==> src/qte_pkg.sv <==
`timescale 1ns / 1ps

package qte_pkg;

  localparam int COMP_W       = 24;
  localparam int PROD_W       = 2 * COMP_W;
  localparam int ARG_W        = 52;
  localparam int CX_W         = 44;
  localparam int ACC_W        = 30;
  localparam int ACC_FRAC     = 24;
  localparam int CORDIC_STEPS = 24;
  localparam int SQRT_STEPS   = 32;
  localparam int SQ_W         = 63;
  localparam int RT_W         = 32;
  localparam int PS_W         = 33;
  localparam int NORM_MSB     = 40;
  localparam int SHIFT_W      = 7;
  localparam int LANES        = 3;

  localparam int LANE_YAW   = 0;
  localparam int LANE_PITCH = 1;
  localparam int LANE_ROLL  = 2;

  localparam logic signed [ACC_W-1:0] PI_ACC      = 30'sd52707179;
  localparam logic signed [ACC_W-1:0] HALF_PI_ACC = 30'sd26353589;

  localparam logic signed [ACC_W-1:0] ATAN_TAB [CORDIC_STEPS] = '{
    30'sd13176795, 30'sd7778716, 30'sd4110060, 30'sd2086331, 30'sd1047214,
    30'sd524117, 30'sd262123, 30'sd131069, 30'sd65536, 30'sd32768,
    30'sd16384, 30'sd8192, 30'sd4096, 30'sd2048, 30'sd1024, 30'sd512,
    30'sd256, 30'sd128, 30'sd64, 30'sd32, 30'sd16, 30'sd8, 30'sd4, 30'sd2
  };

  typedef struct packed {
    logic                    nul;
    logic signed [CX_W-1:0]  x;
    logic signed [CX_W-1:0]  y;
    logic signed [ACC_W-1:0] z;
  } cordic_t;

  typedef struct packed {
    logic                    zero;
    logic signed [ARG_W-1:0] yaw_y;
    logic signed [ARG_W-1:0] yaw_x;
    logic signed [ARG_W-1:0] roll_y;
    logic signed [ARG_W-1:0] roll_x;
  } args_t;

  typedef struct packed {
    args_t                  a;
    logic signed [PS_W-1:0] p;
  } side_t;

  typedef struct packed {
    logic [SQ_W-1:0] v;
    logic [SQ_W-1:0] res;
  } sqrt_t;

endpackage

==> src/qte_cordic_cell.sv <==
`timescale 1ns / 1ps

module qte_cordic_cell import qte_pkg::*; #(
  parameter int STEP = 0
) (
  input  logic                  clk,
  input  logic                  en,
  input  cordic_t [LANES-1:0]   lane_i,
  input  logic                  zero_i,
  output cordic_t [LANES-1:0]   lane_o,
  output logic                  zero_o
);

  cordic_t [LANES-1:0] lane_nxt;
  cordic_t [LANES-1:0] lane_r;
  logic                zero_r;

  always_comb begin
    logic signed [CX_W-1:0]  xv;
    logic signed [CX_W-1:0]  yv;
    logic signed [ACC_W-1:0] zv;
    for (int l = 0; l < LANES; l++) begin
      xv = lane_i[l].x;
      yv = lane_i[l].y;
      zv = lane_i[l].z;
      lane_nxt[l].nul = lane_i[l].nul;
      if (yv < 0) begin
        lane_nxt[l].x = xv - (yv >>> STEP);
        lane_nxt[l].y = yv + (xv >>> STEP);
        lane_nxt[l].z = zv - ATAN_TAB[STEP];
      end else begin
        lane_nxt[l].x = xv + (yv >>> STEP);
        lane_nxt[l].y = yv - (xv >>> STEP);
        lane_nxt[l].z = zv + ATAN_TAB[STEP];
      end
    end
  end

  always_ff @(posedge clk) begin
    if (en) begin
      lane_r <= lane_nxt;
      zero_r <= zero_i;
    end
  end

  assign lane_o = lane_r;
  assign zero_o = zero_r;

endmodule

==> config.mk <==
export PLATFORM = sky130hd
export DESIGN_NAME = qte_cordic_cell
export DESIGN_NICKNAME = d
export VERILOG_FILES = /design/src/qte_pkg.sv /design/src/qte_cordic_cell.sv
export SDC_FILE = /design/constraint.sdc
export NUM_CORES = 1
export LEC_CHECK = 0
export BUFFER_PORTS_ARGS = -buffer_cell sky130_fd_sc_hd__buf_2
export CAP_MARGIN = 0
export CORE_AREA = 2 2 280 282
export CTS_CLUSTER_DIAMETER = 80
export DETAILED_ROUTE_END_ITERATION = 7
export DIE_AREA = 0 0 282 284
export PLACE_DENSITY_LB_ADDON = 0.2
export SETUP_SLACK_MARGIN = 0.5
export SYNTH_ARGS = -nofsm -noshare
export SYNTH_HDL_FRONTEND = slang
export SYNTH_SLANG_ARGS = --single-unit
==> constraint.sdc <==
create_clock -name clk -period 8.3 [get_ports clk]
set_clock_uncertainty 0.1 [all_clocks]
set_input_delay 2.49 -clock clk [delete_from_list [all_inputs] [get_ports clk]]
set_output_delay 2.49 -clock clk [all_outputs]
set_load 0.05 [all_outputs]
==> impl_metrics.toml <==
[sta]
finalCriticalPeriod_ns = 6.21
setup_tns_ns = 0
setup_violations = 0
period_share_pct = 74.8
slew_violations = 0
worst_slew_pin_slew_ns = 1.08
hold_violations = 0
fmax_ghz = 0.161
relSlewSlack_pct = 25.9
rsz0062_at_grt = "false"
setup_slack_ns = 2.09

[logic_synthesis]
yosys-top-cells-count = "a21oi_1, ha_1, nor2_1, inv_1, edfxtp_1"
yosysMostFrequentCell = "a21oi_1"
synth_area_um2 = 38300
synth_edf_count = 355
synth_ff_type = "edfxtp_1"
synth_top_area_share_pct = 27.8
syn_nets = 5453
synth_cell_types = 91
synth_seq_cells = 355
synth_seq_area_share_pct = 27.8
async_flop_share_pct = 0
synth.area.top_cells = "edfxtp_1, ha_1, a21oi_1"
avgSynthCellArea_um2 = 8.39
yosys_warnings = 0
synth_cells = 4562
yosys.area.top_type = "edfxtp_1"

[cts]
cts_tree = "done"
ctsHoldBuffers = 0
clockBufferDepth = 3
clock_tree.root_cell = "clkbuf_16"
cts_resized = 0
cts.sinks = 355
htree_levels = 2
clkTransAtPathRegs_ns = 0.06
cts_setup_buffers = 0
cts_buffers = 48

[worst_setup_path]
cp_max_fo = 13
required_ns = 8.52
worstPathCellList = "buf_2 > inv_1 > ha_1 > nor2b_1 > a221oi_1 > o31ai_1 > nor2_1 > o211ai_1 > a211o_1 > a2111oi_0 > o21ai_0 > a31oi_1 > mux2i_1 > xnor2_1"
arrival_ns = 6.43
critPathLaunchType = "input port"
slowest_delay_ns = 0.94
path_buf_inv = 2
cp_top_family = "compound AO/OA/AOI/OAI gates"
critical_path_class = "in2reg"
cp_slowest_cell = "a2111oi_0"
cp-end-kind = "register"
crit_path_start = "lane_i[272]"
path_depth = 14

[layout]
n_fill_cell = 7256
final_util_pct = 57.5
postLayoutCellArea_um2 = 44200
drive_above_1_share_pct = 16.5
layout.nets = 6043
syn2layout_area_growth_pct = 15.6

[die]
fp-row-count = 102
die_h_um = 284
ios = 718
die_area_um2 = 80100
core_area_um2 = 77000
die_x_um = 282
start_util_pct = 49.8

[routing]
first_pass_iters = 8
drt-wirelength-per-cell_um = 22.3
postRouteWirelength_mm = 140
vias = 37499
drt-vias-per-instance = 5.98
drt-initial-drc-count = 3447
ant_nets = 0
drc = 0

[global_routing]
grt_usage_pct = 33.5
antenna_found_initial = 67
grt_max_degree = 151
gr-total-overflow = 0
grt_pass1_vias = 35659
grt_pass1_wl_mm = 210

[placement]
place_ws_ns = 1.69
place_area_um2 = 42600
place_hpwl_mm = 112
place_congestion = 1.01
io_buffers = 717

[power_and_ir_drop]
finalPower_mw = 8.48
p_leak_nw = 19.9
peakVddDrop_v = 0.000141
power_density_nw_per_um2 = 192

[hold_path]
min_path_cells = 1
hp-class = "in2reg"
worst_hold_startpoint = "lane_i[118]"
hold_path_end = "lane_o[118]"

[flow_run]
timing.max_cap.violations = 0

[run_status]
outcome = "completed"
flip-flops by register name (all words and copies together), names as in the netlist:
register  flops
zero_o        1
lane_o      354
report_power, final:
| part | leakage [nW] | internal, mW | total, mW | switching, mW |
|---|---|---|---|---|
| sequential | 3.47 | 2.39 | 2.51 | 0.119 |
| combinational | 15.7 | 1.09 | 3.85 | 2.76 |
| clock | 0.749 | 1.24 | 2.12 | 0.879 |
| total | 19.9 | 4.72 | 8.48 | 3.76 |
worst max path at each step:
| stage | to | slack, ns |
|---|---|---|
| 6_report | lane_o[339] | 2.09 |
| 3_5_place_dp | lane_o[339] | 1.69 |
| 3_3_place_gp | lane_o[266] | 1.79 |
| 4_1_cts | lane_o[295] | 2.33 |
| 2_1_floorplan | lane_o[29] | 2.01 |
| 5_1_grt | lane_o[295] | 1.72 |
per-layer routing:
metal | track usage, % | vias to the layer above | part of all wire (%) | routed length [µm]
met5 | 0 | - | 0.16 | 230
met4 | 15.1 | 36 | 4.5 | 6320
met3 | 5.48 | 347 | 8.2 | 11500
met2 | 55.2 | 1820 | 47 | 66100
met1 | 42.7 | 17628 | 40 | 56000
li1 | - | 17668 | - | -
final cells by class:
class / count / area (µm²) / share of cell area [%]
inverters: 424 / 1590 / 3.60
clock inverters: 30 / 310 / 0.701
multi-input cells: 3591 / 25300 / 57.1
well taps: 1040 / 1300 / 2.94
repair buffers: 732 / 3740 / 8.46
flip-flops and latches: 355 / 10700 / 24.1
clock buffers: 56 / 1250 / 2.83
diodes: 46 / 115 / 0.260
placed cells by master (no fill, tap or decap), drive strengths merged, types with 12 or more instances in the layout:
cell type,count
a211o,17
a211oi,54
a21o,129
a21oi,600
a221oi,21
a31oi,32
and2,15
and3,18
buf,732
clkbuf,56
clkinv,26
diode,46
edfxtp,355
fa,12
ha,519
inv,418
mux2i,75
nand2,225
nand2b,41
nand3,61
nand4,64
nor2,411
nor2b,47
nor3,92
nor4,35
o2111ai,12
o211ai,26
o21a,44
o21ai,322
o21bai,128
o31a,12
o31ai,41
or3,26
xnor2,276
xor2,52
kinds of logic after synthesis:
kind of cell,share of synthesized area (%)
xor gates and xnor gates,7.50
muxes,2.08
and+or+nand+nor,13.1
adders and majority gates,17.6
AOI/OAI and AO/OA,25.7
DFF,27.8
buffers and inverters,6.16
per-stage QoR:
stage | hold slack, ns | instances
finish | 1.98 | 6274
global route | 1.97 | 6263
CTS | 1.95 | 6228
detailed placement | 2.57 | 6142
global placement | 2.57 | 6142
floorplan | 2.49 | 4562
No activity file was read; power rests on OpenSTA's default activity.
