===== src/qte_pkg.sv =====
`timescale 1ns / 1ps

package qte_pkg;

  localparam int COMP_W       = 24;
  localparam int PROD_W       = 2 * COMP_W;
  localparam int ARG_W        = 52;
  localparam int CX_W         = 44;
  localparam int ACC_W        = 30;
  localparam int ACC_FRAC     = 24;
  localparam int CORDIC_STEPS = 24;
  localparam int SQRT_STEPS   = 32;
  localparam int SQ_W         = 63;
  localparam int RT_W         = 32;
  localparam int PS_W         = 33;
  localparam int NORM_MSB     = 40;
  localparam int SHIFT_W      = 7;
  localparam int LANES        = 3;

  localparam int LANE_YAW   = 0;
  localparam int LANE_PITCH = 1;
  localparam int LANE_ROLL  = 2;

  localparam logic signed [ACC_W-1:0] PI_ACC      = 30'sd52707179;
  localparam logic signed [ACC_W-1:0] HALF_PI_ACC = 30'sd26353589;

  localparam logic signed [ACC_W-1:0] ATAN_TAB [CORDIC_STEPS] = '{
    30'sd13176795, 30'sd7778716, 30'sd4110060, 30'sd2086331, 30'sd1047214,
    30'sd524117, 30'sd262123, 30'sd131069, 30'sd65536, 30'sd32768,
    30'sd16384, 30'sd8192, 30'sd4096, 30'sd2048, 30'sd1024, 30'sd512,
    30'sd256, 30'sd128, 30'sd64, 30'sd32, 30'sd16, 30'sd8, 30'sd4, 30'sd2
  };

  typedef struct packed {
    logic                    nul;
    logic signed [CX_W-1:0]  x;
    logic signed [CX_W-1:0]  y;
    logic signed [ACC_W-1:0] z;
  } cordic_t;

  typedef struct packed {
    logic                    zero;
    logic signed [ARG_W-1:0] yaw_y;
    logic signed [ARG_W-1:0] yaw_x;
    logic signed [ARG_W-1:0] roll_y;
    logic signed [ARG_W-1:0] roll_x;
  } args_t;

  typedef struct packed {
    args_t                  a;
    logic signed [PS_W-1:0] p;
  } side_t;

  typedef struct packed {
    logic [SQ_W-1:0] v;
    logic [SQ_W-1:0] res;
  } sqrt_t;

endpackage


===== src/qte_norm.sv =====
`timescale 1ns / 1ps

module qte_norm import qte_pkg::*; (
  input  logic                    clk,
  input  logic                    en_a,
  input  logic                    en_b,
  input  logic signed [ARG_W-1:0] y_i,
  input  logic signed [ARG_W-1:0] x_i,
  output cordic_t                 c_o
);

  logic [ARG_W-1:0]          ax;
  logic [ARG_W-1:0]          ay;
  logic [ARG_W-1:0]          m;
  logic [5:0]                msb;
  logic signed [SHIFT_W-1:0] sh_nxt;
  logic signed [ARG_W-1:0]   x_r;
  logic signed [ARG_W-1:0]   y_r;
  logic signed [SHIFT_W-1:0] sh_r;
  logic                      nul_r;
  logic signed [SHIFT_W-1:0] nsh;
  logic signed [ARG_W-1:0]   xs;
  logic signed [ARG_W-1:0]   ys;
  cordic_t                   c_nxt;
  cordic_t                   c_r;

  always_comb begin
    ax  = x_i[ARG_W-1] ? ARG_W'(-x_i) : ARG_W'(x_i);
    ay  = y_i[ARG_W-1] ? ARG_W'(-y_i) : ARG_W'(y_i);
    m   = (ax > ay) ? ax : ay;
    msb = '0;
    for (int i = 0; i < ARG_W; i++) begin
      if (m[i]) begin
        msb = 6'(i);
      end
    end
    sh_nxt = SHIFT_W'($signed({1'b0, msb}) - NORM_MSB);
  end

  always_ff @(posedge clk) begin
    if (en_a) begin
      x_r   <= x_i;
      y_r   <= y_i;
      sh_r  <= sh_nxt;
      nul_r <= (m == '0);
    end
  end

  always_comb begin
    nsh = -sh_r;
    if (!sh_r[SHIFT_W-1]) begin
      xs = x_r >>> sh_r[5:0];
      ys = y_r >>> sh_r[5:0];
    end else begin
      xs = x_r <<< nsh[5:0];
      ys = y_r <<< nsh[5:0];
    end
    c_nxt.nul = nul_r;
    c_nxt.x   = CX_W'(xs);
    c_nxt.y   = CX_W'(ys);
    c_nxt.z   = '0;
    if (xs < 0) begin
      c_nxt.z = (ys >= 0) ? PI_ACC : -PI_ACC;
      c_nxt.x = CX_W'(-xs);
      c_nxt.y = CX_W'(-ys);
    end
  end

  always_ff @(posedge clk) begin
    if (en_b) begin
      c_r <= c_nxt;
    end
  end

  assign c_o = c_r;

endmodule


===== config.mk =====
export PLATFORM = sky130hd
export DESIGN_NAME = qte_norm
export DESIGN_NICKNAME = d
export VERILOG_FILES = /design/src/qte_pkg.sv /design/src/qte_norm.sv
export SDC_FILE = /design/constraint.sdc
export NUM_CORES = 1
export LEC_CHECK = 0
export BUFFER_PORTS_ARGS = -buffer_cell sky130_fd_sc_hd__buf_4
export CORE_MARGIN = 8
export CORE_UTILIZATION = 38
export DETAILED_ROUTE_END_ITERATION = 8
export MAX_ROUTING_LAYER = met4
export PLACE_DENSITY_LB_ADDON = 0.12
export RECOVER_POWER = 50
export SKIP_CTS_REPAIR_TIMING = 1
export SYNTH_ARGS = -nofsm -noshare
export SYNTH_HDL_FRONTEND = slang
export SYNTH_SLANG_ARGS = --single-unit
export TNS_END_PERCENT = 50

===== constraint.sdc =====
create_clock -name clk -period 11.7 [get_ports clk]
set_clock_uncertainty 0.15 [all_clocks]
set_input_delay 2.925 -clock clk [delete_from_list [all_inputs] [get_ports clk]]
set_output_delay 2.925 -clock clk [all_outputs]
set_load 0.01 [all_outputs]

==> flow_metrics.tcl <==
set metrics [dict create \
    critPathCaptureType "register" \
    gp_congestion 1.053 \
    grt_overflow 0 \
    dp.cells 3999 \
    wl_met2_um 65540 \
    top_layer_used "met4" \
    min_to "c_o[118]$_DFFE_PP_" \
    fillers 7462 \
    yosysSeqAreaShare 0.2139 \
    cp_max_fo 63 \
    finalNetCount 3223 \
    crit_type "input port to register" \
    wl_met1_um 56500 \
    dieArea_mm2 0.08441 \
    drc 0 \
    antenna_left 0 \
    grt_pass1_wl_um 202900 \
    hold_path.startpoint "nul_r$_DFFE_PP_" \
    cp_data_arrival_time_ns 10.28 \
    outcome "complete, but fails checks" \
    grt_pass1_vias 27590 \
    maxSlewViolCount 245 \
    syn_to_final_growth_pct 8.060 \
    clk_pin_slew_ns 0.06 \
    grt_antenna_before_repair 4 \
    slew_headroom -1.511 \
    synthCells 3044 \
    cts-buffers-inserted 26 \
    cts_root_buf "clkbuf_16" \
    avgSynthCellArea_um2 9.409 \
    ios 226 \
    cp-startpoint "x_i[51]" \
    rsz0062_at_grt "no" \
    dpl.hpwl_um 111300 \
    synth_edf_count 204 \
    initial_core_util 0.3841 \
    stdcell_count 4049 \
    reg2reg_depth 12 \
    grt_max_degree 108 \
    core_mm2 0.07457 \
    rows 100 \
    hold_ws_ns 0.6403 \
    reg2reg_from "sh_r[0]$_SDFFCE_PP1P_" \
    p_leak_nw 10.68 \
    drv_cap 4 \
    met3_wirelength_um 12440 \
    worstMarginPinSlew_ns 3.766 \
    numPortBuffers 225 \
    die_h_um 290.5 \
    dr.pass1.iters 6 \
    violations "capacitance limit, slew limit" \
    power_density_mw_per_mm2 186.9 \
    track_usage 0.3286 \
    async_flop_share 0 \
    totalWireLength_um 141800 \
    drive_gt1_frac 0.1960 \
    tns_ns 0 \
    clk_latency_ns 0.58 \
    fin_crit_sh 0.8630 \
    die_w_um 290.5 \
    min_period_ns 10.10 \
    setup_viol 0 \
    rrSetupSlack_ns 4.89 \
    min_delay_path_depth 0 \
    fmax_ghz 0.09904 \
    cts.sinks 204 \
    peakVddDrop_mv 0.09917 \
    startpoint_type "input port" \
    wl_per_cell_um 35.03 \
    cts_tree "yes" \
    cp.required_ns 11.88 \
    ys_ff_latch 204 \
    synth_area_mm2 0.02864 \
    viasPerCell 6.999 \
    hold_class "register to register" \
    hold_viol 0 \
    synth_cell_type_count 98 \
    vias 28340 \
    drt_iter0_drc 3607 \
    clk_path_buf_depth 3 \
    synth_nets 3209 \
    rr_endpoint "c_o[67]$_DFFE_PP_" \
    synth-main-ff-cell "edfxtp_1" \
    ys_warn_count 0 \
    htreeDepth 1 \
]
[registers in the layout, summed over array words and instances, names as in the netlist]
signal  cells
x_r        52
nul_r       1
sh_r        7
c_o        92
y_r        52
[area by class of cell]
class | count | area [um^2] | share of cell area
Tap cell | 969 | 1212 | 0.03917
Inverter | 58 | 217.7 | 0.007034
Clock buffer | 28 | 679.4 | 0.02195
Sequential cell | 204 | 6126 | 0.1979
Multi-Input combinational cell | 2474 | 20840 | 0.6732
Clock inverter | 18 | 156.4 | 0.005053
Antenna cell | 4 | 10.01 | 0.0003234
Timing Repair Buffer | 294 | 1713 | 0.05534
[critical path, stage by stage]
cell,delay (ns)
clkbuf_1,1.83
inv_1,0.75
or4_1,0.77
nor2_1,0.36
ha_1,0.24
nand4_1,0.17
nor4_1,0.31
nand2_1,0.12
or4_1,0.56
o2111ai_1,0.26
nand2_1,0.62
nor3_1,0.42
o21a_1,0.24
nand3_1,0.10
a31o_2,0.26
ha_1,0.19
xnor2_1,0.12
[kinds of logic after synthesis]
family                   synth area share
buffers and inverters             0.06072
adder cells (fa/ha/maj)           0.02534
AO/OA/AOI/OAI                      0.2004
flip-flops                         0.2139
AND/OR/NAND/NOR                    0.1585
XOR/XNOR                          0.05775
multiplexers                       0.2834
[metal layers]
layer  vias up  global-route usage
li1      12110                   -
met1     14110              0.4168
met2      1808              0.5197
met3       309             0.05147
met4         0              0.1425
met5         -                   -
[through the flow]
| stage | instance area [um^2] | worst slack, ns | total power [mW] | utilization |
|---|---|---|---|---|
| 6_report | 30950 | 1.603 | 5.784 | 0.4150 |
| 2_1_floorplan | 28640 | 2.579 | 3.607 | - |
| 3_5_place_dp | 30610 | 1.459 | 4.935 | 0.4105 |
| 5_1_grt | 30950 | 0.9874 | 6.017 | 0.4150 |
| 4_1_cts | 31450 | 2.038 | 5.750 | 0.4217 |
| 3_3_place_gp | 30610 | 1.620 | 4.935 | 0.4105 |
[Yosys cell counts, types with 36 or more instances]
library cell / count / area [um^2]
ha_1: 58 / 725.7
nor3_1: 56 / 280.3
o22ai_1: 40 / 250.2
nor2_1: 187 / 701.9
o41ai_1: 40 / 350.3
nor2b_1: 36 / 225.2
nand2b_1: 37 / 231.5
clkbuf_1: 137 / 514.2
nand3_1: 80 / 400.4
a211oi_1: 42 / 315.3
mux2i_1: 193 / 1932
xor2_1: 94 / 823.3
buf_4: 49 / 367.9
or3_1: 44 / 275.3
inv_1: 54 / 202.7
nand2_1: 268 / 1006
a31oi_1: 50 / 312.8
o31ai_1: 49 / 367.9
xnor2_1: 93 / 814.5
buf_2: 79 / 395.4
mux4_2: 215 / 4842
o21ai_0: 123 / 615.6
edfxtp_1: 204 / 6126
a21oi_1: 129 / 645.6
mux2_2: 102 / 1149
[cells in the final DEF, fill, tap and decap left out, types with 17 or more instances in the layout]
master / count
a211oi_1: 42
a21o_1: 17
a21oi_1: 128
a221oi_1: 24
a22oi_1: 24
a31oi_1: 50
and2_1: 17
and3_1: 22
buf_4: 158
clkbuf_1: 136
clkbuf_16: 27
edfxtp_1: 204
ha_1: 57
inv_1: 53
mux2_2: 102
mux2i_1: 193
mux4_2: 215
nand2_1: 267
nand2b_1: 37
nand3_1: 80
nand4_1: 33
nor2_1: 187
nor2b_1: 36
nor3_1: 55
nor4_1: 32
o2111ai_1: 19
o211ai_1: 34
o21ai_0: 122
o221ai_1: 18
o22ai_1: 40
o31ai_1: 49
o41ai_1: 40
or2_2: 20
or3_1: 44
or4_1: 21
xnor2_1: 90
xor2_1: 94
[worst max-delay path by stage]
stage	slack [ns]	cells past startpoint	end
after detailed placement	1.46	23	sh_r[5]$_DFFE_PP_
after CTS	2.04	23	sh_r[5]$_DFFE_PP_
after global placement	1.62	23	sh_r[5]$_DFFE_PP_
after floorplan	2.58	24	sh_r[5]$_DFFE_PP_
after global routing	0.99	17	sh_r[4]$_DFFE_PP_
final	1.60	17	sh_r[5]$_DFFE_PP_
[power breakdown]
group	leakage [nW]	switching [mW]	internal, mW
combinational	8.28	2.38	1.44
sequential	2.00	0.146	1.02
clock	0.405	0.333	0.462
total	10.7	2.86	2.92
(Power assumes the default switching activity.)
