**src/qte_pkg.sv**
```systemverilog
`timescale 1ns / 1ps

package qte_pkg;

  localparam int COMP_W       = 24;
  localparam int PROD_W       = 2 * COMP_W;
  localparam int ARG_W        = 52;
  localparam int CX_W         = 44;
  localparam int ACC_W        = 30;
  localparam int ACC_FRAC     = 24;
  localparam int CORDIC_STEPS = 24;
  localparam int SQRT_STEPS   = 32;
  localparam int SQ_W         = 63;
  localparam int RT_W         = 32;
  localparam int PS_W         = 33;
  localparam int NORM_MSB     = 40;
  localparam int SHIFT_W      = 7;
  localparam int LANES        = 3;

  localparam int LANE_YAW   = 0;
  localparam int LANE_PITCH = 1;
  localparam int LANE_ROLL  = 2;

  localparam logic signed [ACC_W-1:0] PI_ACC      = 30'sd52707179;
  localparam logic signed [ACC_W-1:0] HALF_PI_ACC = 30'sd26353589;

  localparam logic signed [ACC_W-1:0] ATAN_TAB [CORDIC_STEPS] = '{
    30'sd13176795, 30'sd7778716, 30'sd4110060, 30'sd2086331, 30'sd1047214,
    30'sd524117, 30'sd262123, 30'sd131069, 30'sd65536, 30'sd32768,
    30'sd16384, 30'sd8192, 30'sd4096, 30'sd2048, 30'sd1024, 30'sd512,
    30'sd256, 30'sd128, 30'sd64, 30'sd32, 30'sd16, 30'sd8, 30'sd4, 30'sd2
  };

  typedef struct packed {
    logic                    nul;
    logic signed [CX_W-1:0]  x;
    logic signed [CX_W-1:0]  y;
    logic signed [ACC_W-1:0] z;
  } cordic_t;

  typedef struct packed {
    logic                    zero;
    logic signed [ARG_W-1:0] yaw_y;
    logic signed [ARG_W-1:0] yaw_x;
    logic signed [ARG_W-1:0] roll_y;
    logic signed [ARG_W-1:0] roll_x;
  } args_t;

  typedef struct packed {
    args_t                  a;
    logic signed [PS_W-1:0] p;
  } side_t;

  typedef struct packed {
    logic [SQ_W-1:0] v;
    logic [SQ_W-1:0] res;
  } sqrt_t;

endpackage

```
**src/qte_sqrt_cell.sv**
```systemverilog
`timescale 1ns / 1ps

module qte_sqrt_cell import qte_pkg::*; #(
  parameter int STEP = 0
) (
  input  logic  clk,
  input  logic  en,
  input  sqrt_t d_i,
  input  side_t side_i,
  output sqrt_t d_o,
  output side_t side_o
);

  localparam logic [SQ_W-1:0] BIT = SQ_W'(1) << (SQ_W - 1 - 2 * STEP);

  logic [SQ_W-1:0] trial;
  sqrt_t           d_nxt;
  sqrt_t           d_r;
  side_t           side_r;

  always_comb begin
    trial = d_i.res + BIT;
    if (d_i.v >= trial) begin
      d_nxt.v   = d_i.v - trial;
      d_nxt.res = (d_i.res >> 1) + BIT;
    end else begin
      d_nxt.v   = d_i.v;
      d_nxt.res = d_i.res >> 1;
    end
  end

  always_ff @(posedge clk) begin
    if (en) begin
      d_r    <= d_nxt;
      side_r <= side_i;
    end
  end

  assign d_o    = d_r;
  assign side_o = side_r;

endmodule

```
**config.mk**
```make
export PLATFORM = sky130hd
export DESIGN_NAME = qte_sqrt_cell
export DESIGN_NICKNAME = d
export VERILOG_FILES = /design/src/qte_pkg.sv /design/src/qte_sqrt_cell.sv
export SDC_FILE = /design/constraint.sdc
export NUM_CORES = 1
export LEC_CHECK = 0
export ABC_AREA = 1
export BUFFER_PORTS_ARGS = -buffer_cell sky130_fd_sc_hd__buf_2
export CAP_MARGIN = 25
export CORE_AREA = 2 2 284 286
export CTS_BUF_LIST = sky130_fd_sc_hd__clkbuf_8
export DETAILED_ROUTE_END_ITERATION = 7
export DIE_AREA = 0 0 286 288
export PLACE_DENSITY_LB_ADDON = 0.05
export SLEW_MARGIN = 20
export SYNTH_ARGS = -nofsm -noshare
export SYNTH_HDL_FRONTEND = slang
export SYNTH_SLANG_ARGS = --single-unit
```
**constraint.sdc**
```tcl
create_clock -name clk -period 2.7 [get_ports clk]
set_input_delay 0.405 -clock clk [delete_from_list [all_inputs] [get_ports clk]]
set_output_delay 0.405 -clock clk [all_outputs]
set_load 0.01 [all_outputs]
```
==> results of run 1 <==
-- flip-flops by register name, summed over array words and instances, names as in the netlist --
signal	cells
side_o	242
d_o	126
-- power by group --
| part | switching, mW | internal, mW | leakage, nW |
|---|---|---|---|
| clock network | 2.65 | 2.70 | 0.731 |
| registers | 0.153 | 6.90 | 3.60 |
| logic | 2.33 | 1.71 | 10.6 |
| total | 5.14 | 11.3 | 14.9 |
-- final timing paths --
check                    end  slack, ns  startpoint  depth (start not counted)
hold / removal    side_o[99]       0.06  side_i[99]                          1
setup / recovery    d_o[122]       0.11    d_i[101]                         15
-- cells by family after synthesis --
family	count (synthesis)	share of synthesized area [%]
simple gates	1016	23.5
compound gates	42	1.18
fa+ha+maj	65	4.49
buf+inv	415	8.95
flops	368	60.4
xor+xnor	30	1.44
-- synthesized netlist by cell type --
cell type | n | area [um2]
nand2_1 | 686 | 2570
inv_1 | 392 | 1470
edfxtp_1 | 368 | 11100
nand3_1 | 138 | 691
nor2_1 | 102 | 383
ha_1 | 64 | 801
a21oi_1 | 37 | 185
xor2_1 | 30 | 263
nand3_2 | 19 | 190
nand4_1 | 17 | 106
buf_2 | 13 | 65.1
nand2_2 | 13 | 81.3
nor3_1 | 11 | 55.1
nor2_2 | 10 | 62.6
and2_1 | 4 | 25.0
buf_6 | 4 | 45.0
inv_2 | 4 | 15.0
nor2_4 | 3 | 33.8
nor4_1 | 3 | 18.8
and3_1 | 2 | 12.5
buf_12 | 2 | 40.0
nand3b_1 | 2 | 15.0
nor3_2 | 2 | 20.0
o21ai_0 | 2 | 10.0
or2_2 | 2 | 12.5
a21oi_2 | 1 | 8.76
and2_0 | 1 | 6.26
fa_1 | 1 | 20.0
nor4_2 | 1 | 12.5
o21ai_1 | 1 | 5.00
o21bai_1 | 1 | 7.51
-- repair_timing --
action | in CTS | in global routing
hold buffers | 306 | 0
endpoints found under the hold margin | 306 | 0
setup endpoints to repair | 0 | 63
resized for setup | 0 | 56
-- layer usage --
layer | wire length [um] | share of wire [%] | vias up | GRT usage [%]
li1 | - | - | 8824 | -
met1 | 41600 | 44 | 8488 | 28.5
met2 | 45100 | 48 | 582 | 37.7
met3 | 5350 | 5.7 | 119 | 4.67
met4 | 1800 | 1.9 | 12 | 5.41
met5 | 82 | 0.087 | - | 0
-- metrics by stage --
| step | cell area [um2] | TNS [ns] |
|---|---|---|
| detailed placement | 25100 | -11.85 |
| global route | 29700 | -0.0154 |
| CTS | 29500 | 0 |
| floorplan | 18300 | 0 |
| global placement | 25100 | -15.57 |
| finish | 29700 | 0 |
-- layout make-up --
type,instances,share of cell area (%)
Antenna cell,2,0.0168
Clock buffer,72,3.33
Clock inverter,52,1.06
Inverter,396,5.00
Multi-Input combinational cell,1153,19.6
Sequential cell,368,37.2
Tap cell,1060,4.46
Timing Repair Buffer,1276,29.3
==> impl_metrics.csv, run 1 <==
group,metric,value,unit
run_status,outcome,"finished clean",
critical_path,end_kind,"register",
route,drt_wl_total,93.8,mm
sta,fin_crit_sh,95.9,%
route,dr_total_vias,18000,
finish,instances_no_fill,4379,
route,drc,0,
critical_path,crit_chain,"dlygate4sd3_1 > buf_2 > ha_1 > nand2_1 > inv_1 > nand2_1 > nand2_1 > buf_4 > a21oi_1 > nand2_1 > a21oi_1 > buf_4 > nand3_1 > nand3_1 > nand2_1",
clock_network,htree_levels,3,
finish,fill_cells,8455,
global_routing,track_usage,22.1,%
route,ant_nets,0,
worst_hold_path,hp-class,"input port to register",
place,place_hpwl,77.9,mm
route,drt_first_pass_iters,5,
global_routing,grt_pass1_wl,131,mm
finish,area_growth_syn_to_layout,62.6,%
sta,slew_violations,0,
sta,hold_slack,0.0595,ns
global_routing,antenna_found_initial,16,
critical_path,critPathArrivalTime,3.01,ns
critical_path,critPathMostFrequentCell,"nand2_1",
yosys,syn_inst,1936,
power,peakVddDrop,0.000316,V
critical_path,critical_path_class,"input port to register",
sta,fin_ws,0.110,ns
sta,fmax,386,MHz
flow_run,max_cap_violations,0,
yosys,ys_seq_area_share,60.4,%
sta,setup_viol,0,
clock_network,clk_pin_slew,0.05,ns
clock_network,cts_made_buffers,71,
finish,fin_util,37.3,%
power,power.density,553,nW/um2
route,drt_iter0_markers,947,
finish,mostFrequentLayoutCell,"buf_2",
yosys,synth_area,18300,um2
finish,final_nets,3701,
yosys,synth.distinct_cells,31,
power,finalPower,16.5,mW
floorplanning,start_util,23.0,%
global_routing,grt_overflow,0,
critical_path,path_max_fanout,5,
floorplanning,io_pins,738,
critical_path,slowest_stage,"dlygate4sd3_1",
clock_network,cts_tree,"built",
place,portBuffers,737,
clock_network,cts.path.max_buffers,3,
finish,final_cell_mix,"buf_2 (736), nand2_1 (671), inv_1 (407)",
critical_path,critical-path-top-delay-family,"buffers and inverters",
sta,hold_viol,0,
floorplanning,rows,104,
critical_path,crit_required,3.11,ns
clock_network,cts.sinks,368,
floorplanning,die_h,288,um
floorplanning,die_area,82400,um2
sta,tightest_slew,0.401,ns
finish,layout-drive-gt1-share,35.1,%
finish,multi_input_area,5830,um2
route,avgViaCountPerCell,4.12,
yosys,ys_warn_count,0,
global_routing,grt_pass1_vias,18800,
power,p_leak,14.9,nW
floorplanning,core-area,79600,um2
clock_network,cts_root_buffer,"clkbuf_8",
finish,regArea,11100,um2
critical_path,critPathLaunchType,"input port",
clock_network,cts_setup_buffers,0,
sta,relSlewSlack,73.2,%
critical_path,cp_num_buf_inv,5,
global_routing,grt_max_degree,65,
place,pre_cts_ws,-0.262,ns
sta,grt_setup_unrepaired,"yes",
place,placed_cells,3947,
place,gp_congestion,0.914,
yosys,synth_area_per_cell,9.45,um2
yosys,yosys_register_bits,368,
floorplanning,die_w,286,um
sta,fin_crit,2.59,ns
yosys,syn_nets,2371,
critical_path,cp_slowest_stage_delay,0.58,ns
route,wl_per_cell,21.4,um
No activity file was read; power rests on OpenSTA's default activity.
==> inputs of run 2 (changes only) <==
--- a/config.mk
+++ b/config.mk
@@ -12,6 +12,7 @@
 export CTS_BUF_LIST = sky130_fd_sc_hd__clkbuf_8
 export DETAILED_ROUTE_END_ITERATION = 7
 export DIE_AREA = 0 0 286 288
+export MAX_ROUTING_LAYER = met4
 export PLACE_DENSITY_LB_ADDON = 0.05
 export SLEW_MARGIN = 20
 export SYNTH_ARGS = -nofsm -noshare
==> impl_metrics.csv, run 2 (same netlist as run 1, synthesis figures left out) <==
group,metric,value,unit
run_status,outcome,"finished clean",
global_routing,grt_use_met1,29.1,%
sta,relSlewSlack,67.7,%
global_routing,gr-usage-met3,4.60,%
route,avgViaCountPerCell,4.11,
clock_network,htree_levels,3,
sta,setup_tns,0,ns
global_routing,grt_overflow,0,
floorplanning,die_area,82400,um2
place,place_hpwl,78.7,mm
critical_path,end_kind,"register",
route,dr_total_vias,17900,
sta,fmax,375,MHz
clock_network,cts_root_buffer,"clkbuf_8",
floorplanning,rows,104,
route,drt_wl_total,95.3,mm
critical_path,critPathLaunchType,"input port",
finish,area_growth_syn_to_layout,61.1,%
place,portBuffers,737,
power,peakVddDrop,0.000264,V
sta,fin_ws,0.0361,ns
floorplanning,start_util,23.0,%
sta,fin_crit,2.66,ns
floorplanning,die_w,286,um
finish,largest_register_ffs,242,
clock_network,cts.path.max_buffers,3,
global_routing,antenna_found_initial,20,
critical_path,critical_path_class,"input port to register",
sta,hold_slack,0.0508,ns
global_routing,track_usage,23.0,%
global_routing,grt_pass1_wl,132,mm
critical_path,crit_required,3.12,ns
place,pre_cts_ws,-0.147,ns
finish,final_nets,3682,
sta,tightest_slew,0.485,ns
finish,layout-drive-gt1-share,34.0,%
sta,fin_crit_sh,98.7,%
power,p_leak,14.7,nW
route,wl_per_cell,21.8,um
global_routing,grt_max_degree,82,
place,gp_congestion,0.895,
floorplanning,core-area,79600,um2
power,power.density,554,nW/um2
floorplanning,die_h,288,um
clock_network,clk_pin_slew,0.06,ns
route,drc,0,
floorplanning,io_pins,738,
global_routing,groute.layer.met2.usage,37.9,%
finish,mostFrequentLayoutCell,"buf_2",
sta,slew_violations,0,
route,drt_iter0_markers,948,
critical_path,path_max_fanout,11,
worst_hold_path,hp-class,"input port to register",
clock_network,cts_tree,"built",
global_routing,grt_pass1_vias,18500,
sta,hold_viol,0,
finish,final_cell_mix,"buf_2 (736), nand2_1 (677), inv_1 (407)",
clock_network,cts_made_buffers,72,
critical_path,critPathArrivalTime,3.08,ns
route,drt_first_pass_iters,5,
clock_network,cts.sinks,368,
route,ant_nets,0,
sta,grt_setup_unrepaired,"yes",
flow_run,max_cap_violations,0,
global_routing,grt.busiest_layer,"met2",
sta,setup_viol,0,
## run 2: path summary, 6_finish.rpt
check,end,startpoint,cells past startpoint
setup / recovery,d_o[96],d_i[54],14
hold / removal,d_o[20],d_i[21],1
## run 2: cell type report
cell class | instances | area [um2]
diodes | 10 | 25.0
fillers | 8443 | 50200
well taps | 1060 | 1330
inverters | 396 | 1490
repair buffers | 1256 | 8550
clock inverters | 47 | 258
clock buffers | 73 | 1000
multi-input cells | 1153 | 5750
flip-flops and latches | 368 | 11100
## run 2: repair_timing
item                                    CTS  global route
endpoints found under the setup margin    0            63
setup buffers                             0             0
hold endpoints to repair                315             0
gates resized for setup                   0            41
hold buffers                            315             0
## run 2: through the flow
stage	utilization (%)	cells	instance area, um2	total power, mW
6_report	37.0	4363	29500	16.3
5_1_grt	37.0	4360	29400	17.2
4_1_cts	36.7	4352	29300	16.6
3_5_place_dp	31.2	3917	24800	10.8
3_3_place_gp	31.2	3917	24800	10.8
2_1_floorplan	-	1936	18300	8.65
## run 2: power breakdown
group / internal (mW) / total, mW / switching (mW)
clock network: 2.62 / 5.28 / 2.65
logic: 1.65 / 3.98 / 2.33
registers: 6.90 / 7.06 / 0.153
## run 2: routing by layer
metal	share of wire, %	vias to the layer above
met5	0	-
met1	45	8499
met4	1.8	0
li1	-	8794
met2	48	562
met3	5.7	86
## run 2: worst max-delay path: stages
cell           delay, ns
dlygate4sd3_1       0.53
buf_2               0.11
inv_1               0.05
ha_1                0.39
nand2_1             0.13
nor2_1              0.24
nand2_2             0.19
nor2_1              0.14
nand4_1             0.22
o21ai_2             0.24
a21oi_4             0.08
buf_4               0.21
nand3_1             0.09
nand2_1             0.06
==> inputs of run 3 (changes only) <==
--- a/config.mk
+++ b/config.mk
@@ -8,10 +8,10 @@
 export ABC_AREA = 1
 export BUFFER_PORTS_ARGS = -buffer_cell sky130_fd_sc_hd__buf_2
 export CAP_MARGIN = 25
-export CORE_AREA = 2 2 284 286
-export CTS_BUF_LIST = sky130_fd_sc_hd__clkbuf_8
+export CORE_AREA = 5 5 282 284
 export DETAILED_ROUTE_END_ITERATION = 7
-export DIE_AREA = 0 0 286 288
+export DIE_AREA = 0 0 287 289
+export GPL_TIMING_DRIVEN = 0
 export MAX_ROUTING_LAYER = met4
 export PLACE_DENSITY_LB_ADDON = 0.05
 export SLEW_MARGIN = 20
==> impl_metrics.csv, run 3 (same netlist as run 1, synthesis figures left out) <==
group,metric,value,unit
sta,fin_ws,0.191,ns
floorplanning,die_area,82900,um2
power,power.net_switching,4.84,mW
route,drt_wl_total,90.8,mm
floorplanning,rows,102,
finish,area_growth_syn_to_layout,50.0,%
critical_path,critical_path_class,"input port to register",
clock_network,htree_levels,2,
critical_path,end_kind,"register",
power,clock_power_share,35.0,%
critical_path,slowest_stage,"a21oi_4",
clock_network,cts.sinks,368,
route,drc,0,
power,combPwrFrac,21.7,%
sta,fmax,399,MHz
route,drt_first_pass_iters,5,
clock_network,cts_setup_buffers,0,
worst_hold_path,hold_depth,1,
finish,instances_no_fill,4077,
critical_path,crit_chain,"buf_2 > inv_1 > ha_1 > nand2_2 > inv_1 > a21oi_1 > nor2_1 > nor2_1 > o21ai_1 > a21oi_4 > buf_2 > nand3_1 > nand2_1",
worst_hold_path,hp-class,"input port to register",
clock_network,cts_made_buffers,45,
finish,final_nets,3423,
route,drt_iter0_markers,876,
sta,grt_setup_unrepaired,"no",
floorplanning,die_h,289,um
sta,setup_tns,0,ns
power,p_leak,13.5,nW
floorplanning,core-area,76800,um2
sta,relSlewSlack,51.3,%
critical_path,critPathArrivalTime,2.94,ns
flow_run,max_cap_violations,0,
floorplanning,io_pins,738,
clock_network,cts_root_buffer,"clkbuf_16",
power,intPower,11.4,mW
route,wl_per_cell,22.3,um
clock_network,clk_pin_slew,0.06,ns
power,switching_share,29.8,%
place,placed_cells,3716,
floorplanning,start_util,23.8,%
place,portBuffers,737,
global_routing,grt_pass1_vias,17300,
global_routing,track_usage,21.3,%
critical_path,crit_required,3.14,ns
global_routing,grt_max_degree,103,
critical_path,path_max_fanout,10,
sta,tightest_slew,0.731,ns
finish,mostFrequentLayoutCell,"buf_2",
critical_path,cp_num_buf_inv,4,
finish,layout-drive-gt1-share,28.9,%
critical_path,cp_slowest_stage_delay,0.48,ns
sta,hold_viol,0,
power,peakVddDrop,0.000372,V
route,ant_nets,0,
critical_path,critical-path-top-delay-family,"compound AO/OA/AOI/OAI gates",
power,finalPower,16.3,mW
global_routing,grt_pass1_wl,124,mm
sta,slew_violations,0,
finish,final_cell_mix,"buf_2 (749), nand2_1 (686), inv_1 (392)",
finish,largest_register_ffs,242,
finish,fin_util,35.7,%
clock_network,cts.path.max_buffers,3,
floorplanning,die_w,287,um
critical_path,critPathLaunchType,"input port",
sta,fin_crit_sh,92.9,%
critical_path,crit_cells,13,
global_routing,antenna_found_initial,24,
run_status,outcome,"finished clean",
place,gp_congestion,0.907,
power,seqPwrFrac,43.3,%
power,power.density,593,nW/um2
global_routing,grt_overflow,0,
sta,fin_crit,2.51,ns
place,place_hpwl,75.9,mm
route,dr_total_vias,17000,
sta,setup_viol,0,
route,avgViaCountPerCell,4.17,
clock_network,cts_tree,"built",
place,pre_cts_ws,-0.709,ns
[run 3: power by group through the flow]
stage | Sequential, mW | Combinational (mW) | Clock (mW)
6_report | 7.04 | 3.53 | 5.69
2_1_floorplan | 7.44 | 1.22 | 0
3_5_place_dp | 7.15 | 3.25 | 0
4_1_cts | 7.05 | 3.60 | 5.91
3_3_place_gp | 7.22 | 3.25 | 0
5_1_grt | 7.09 | 3.86 | 6.15
[run 3: path summary, 6_finish.rpt]
path,to,from,slack (ns)
setup / recovery,d_o[119],d_i[58],0.19
hold / removal,side_o[60],side_i[60],0.03
[run 3: per-stage QoR]
| stage | instance area (um2) | hold slack [ns] |
|---|---|---|
| floorplan | 18300 | 0.504 |
| global placement | 23300 | 0.582 |
| detailed placement | 23400 | 0.583 |
| CTS | 27400 | 0.0000793 |
| global route | 27400 | 0.00780 |
| finish | 27400 | 0.0311 |
[run 3: repair_timing]
| item | in CTS | in global routing |
|---|---|---|
| hold buffers | 265 | 0 |
| hold endpoints to repair | 265 | 0 |
| cloned | 0 | 0 |
| endpoints found under the setup margin | 11 | 7 |
| gates resized for setup | 1 | 1 |
[run 3: routing by layer]
metal	vias to the layer above	track usage (%)	part of all wire [%]
li1	8304	-	-
met3	117	4.92	6.6
met5	-	-	0
met1	8047	26.7	43
met4	0	6.73	3.3
met2	540	34.6	47
[run 3: cell type report]
| type | instances | area [um2] |
|---|---|---|
| Timing Repair Buffer | 1005 | 6430 |
| Antenna cell | 18 | 45.0 |
| Clock buffer | 54 | 1180 |
| Buffer | 19 | 150 |
| Clock inverter | 24 | 168 |
| Tap cell | 1040 | 1300 |
| Sequential cell | 368 | 11100 |
| Inverter | 396 | 1490 |
| Fill cell | 8127 | 49400 |
| Multi-Input combinational cell | 1153 | 5610 |
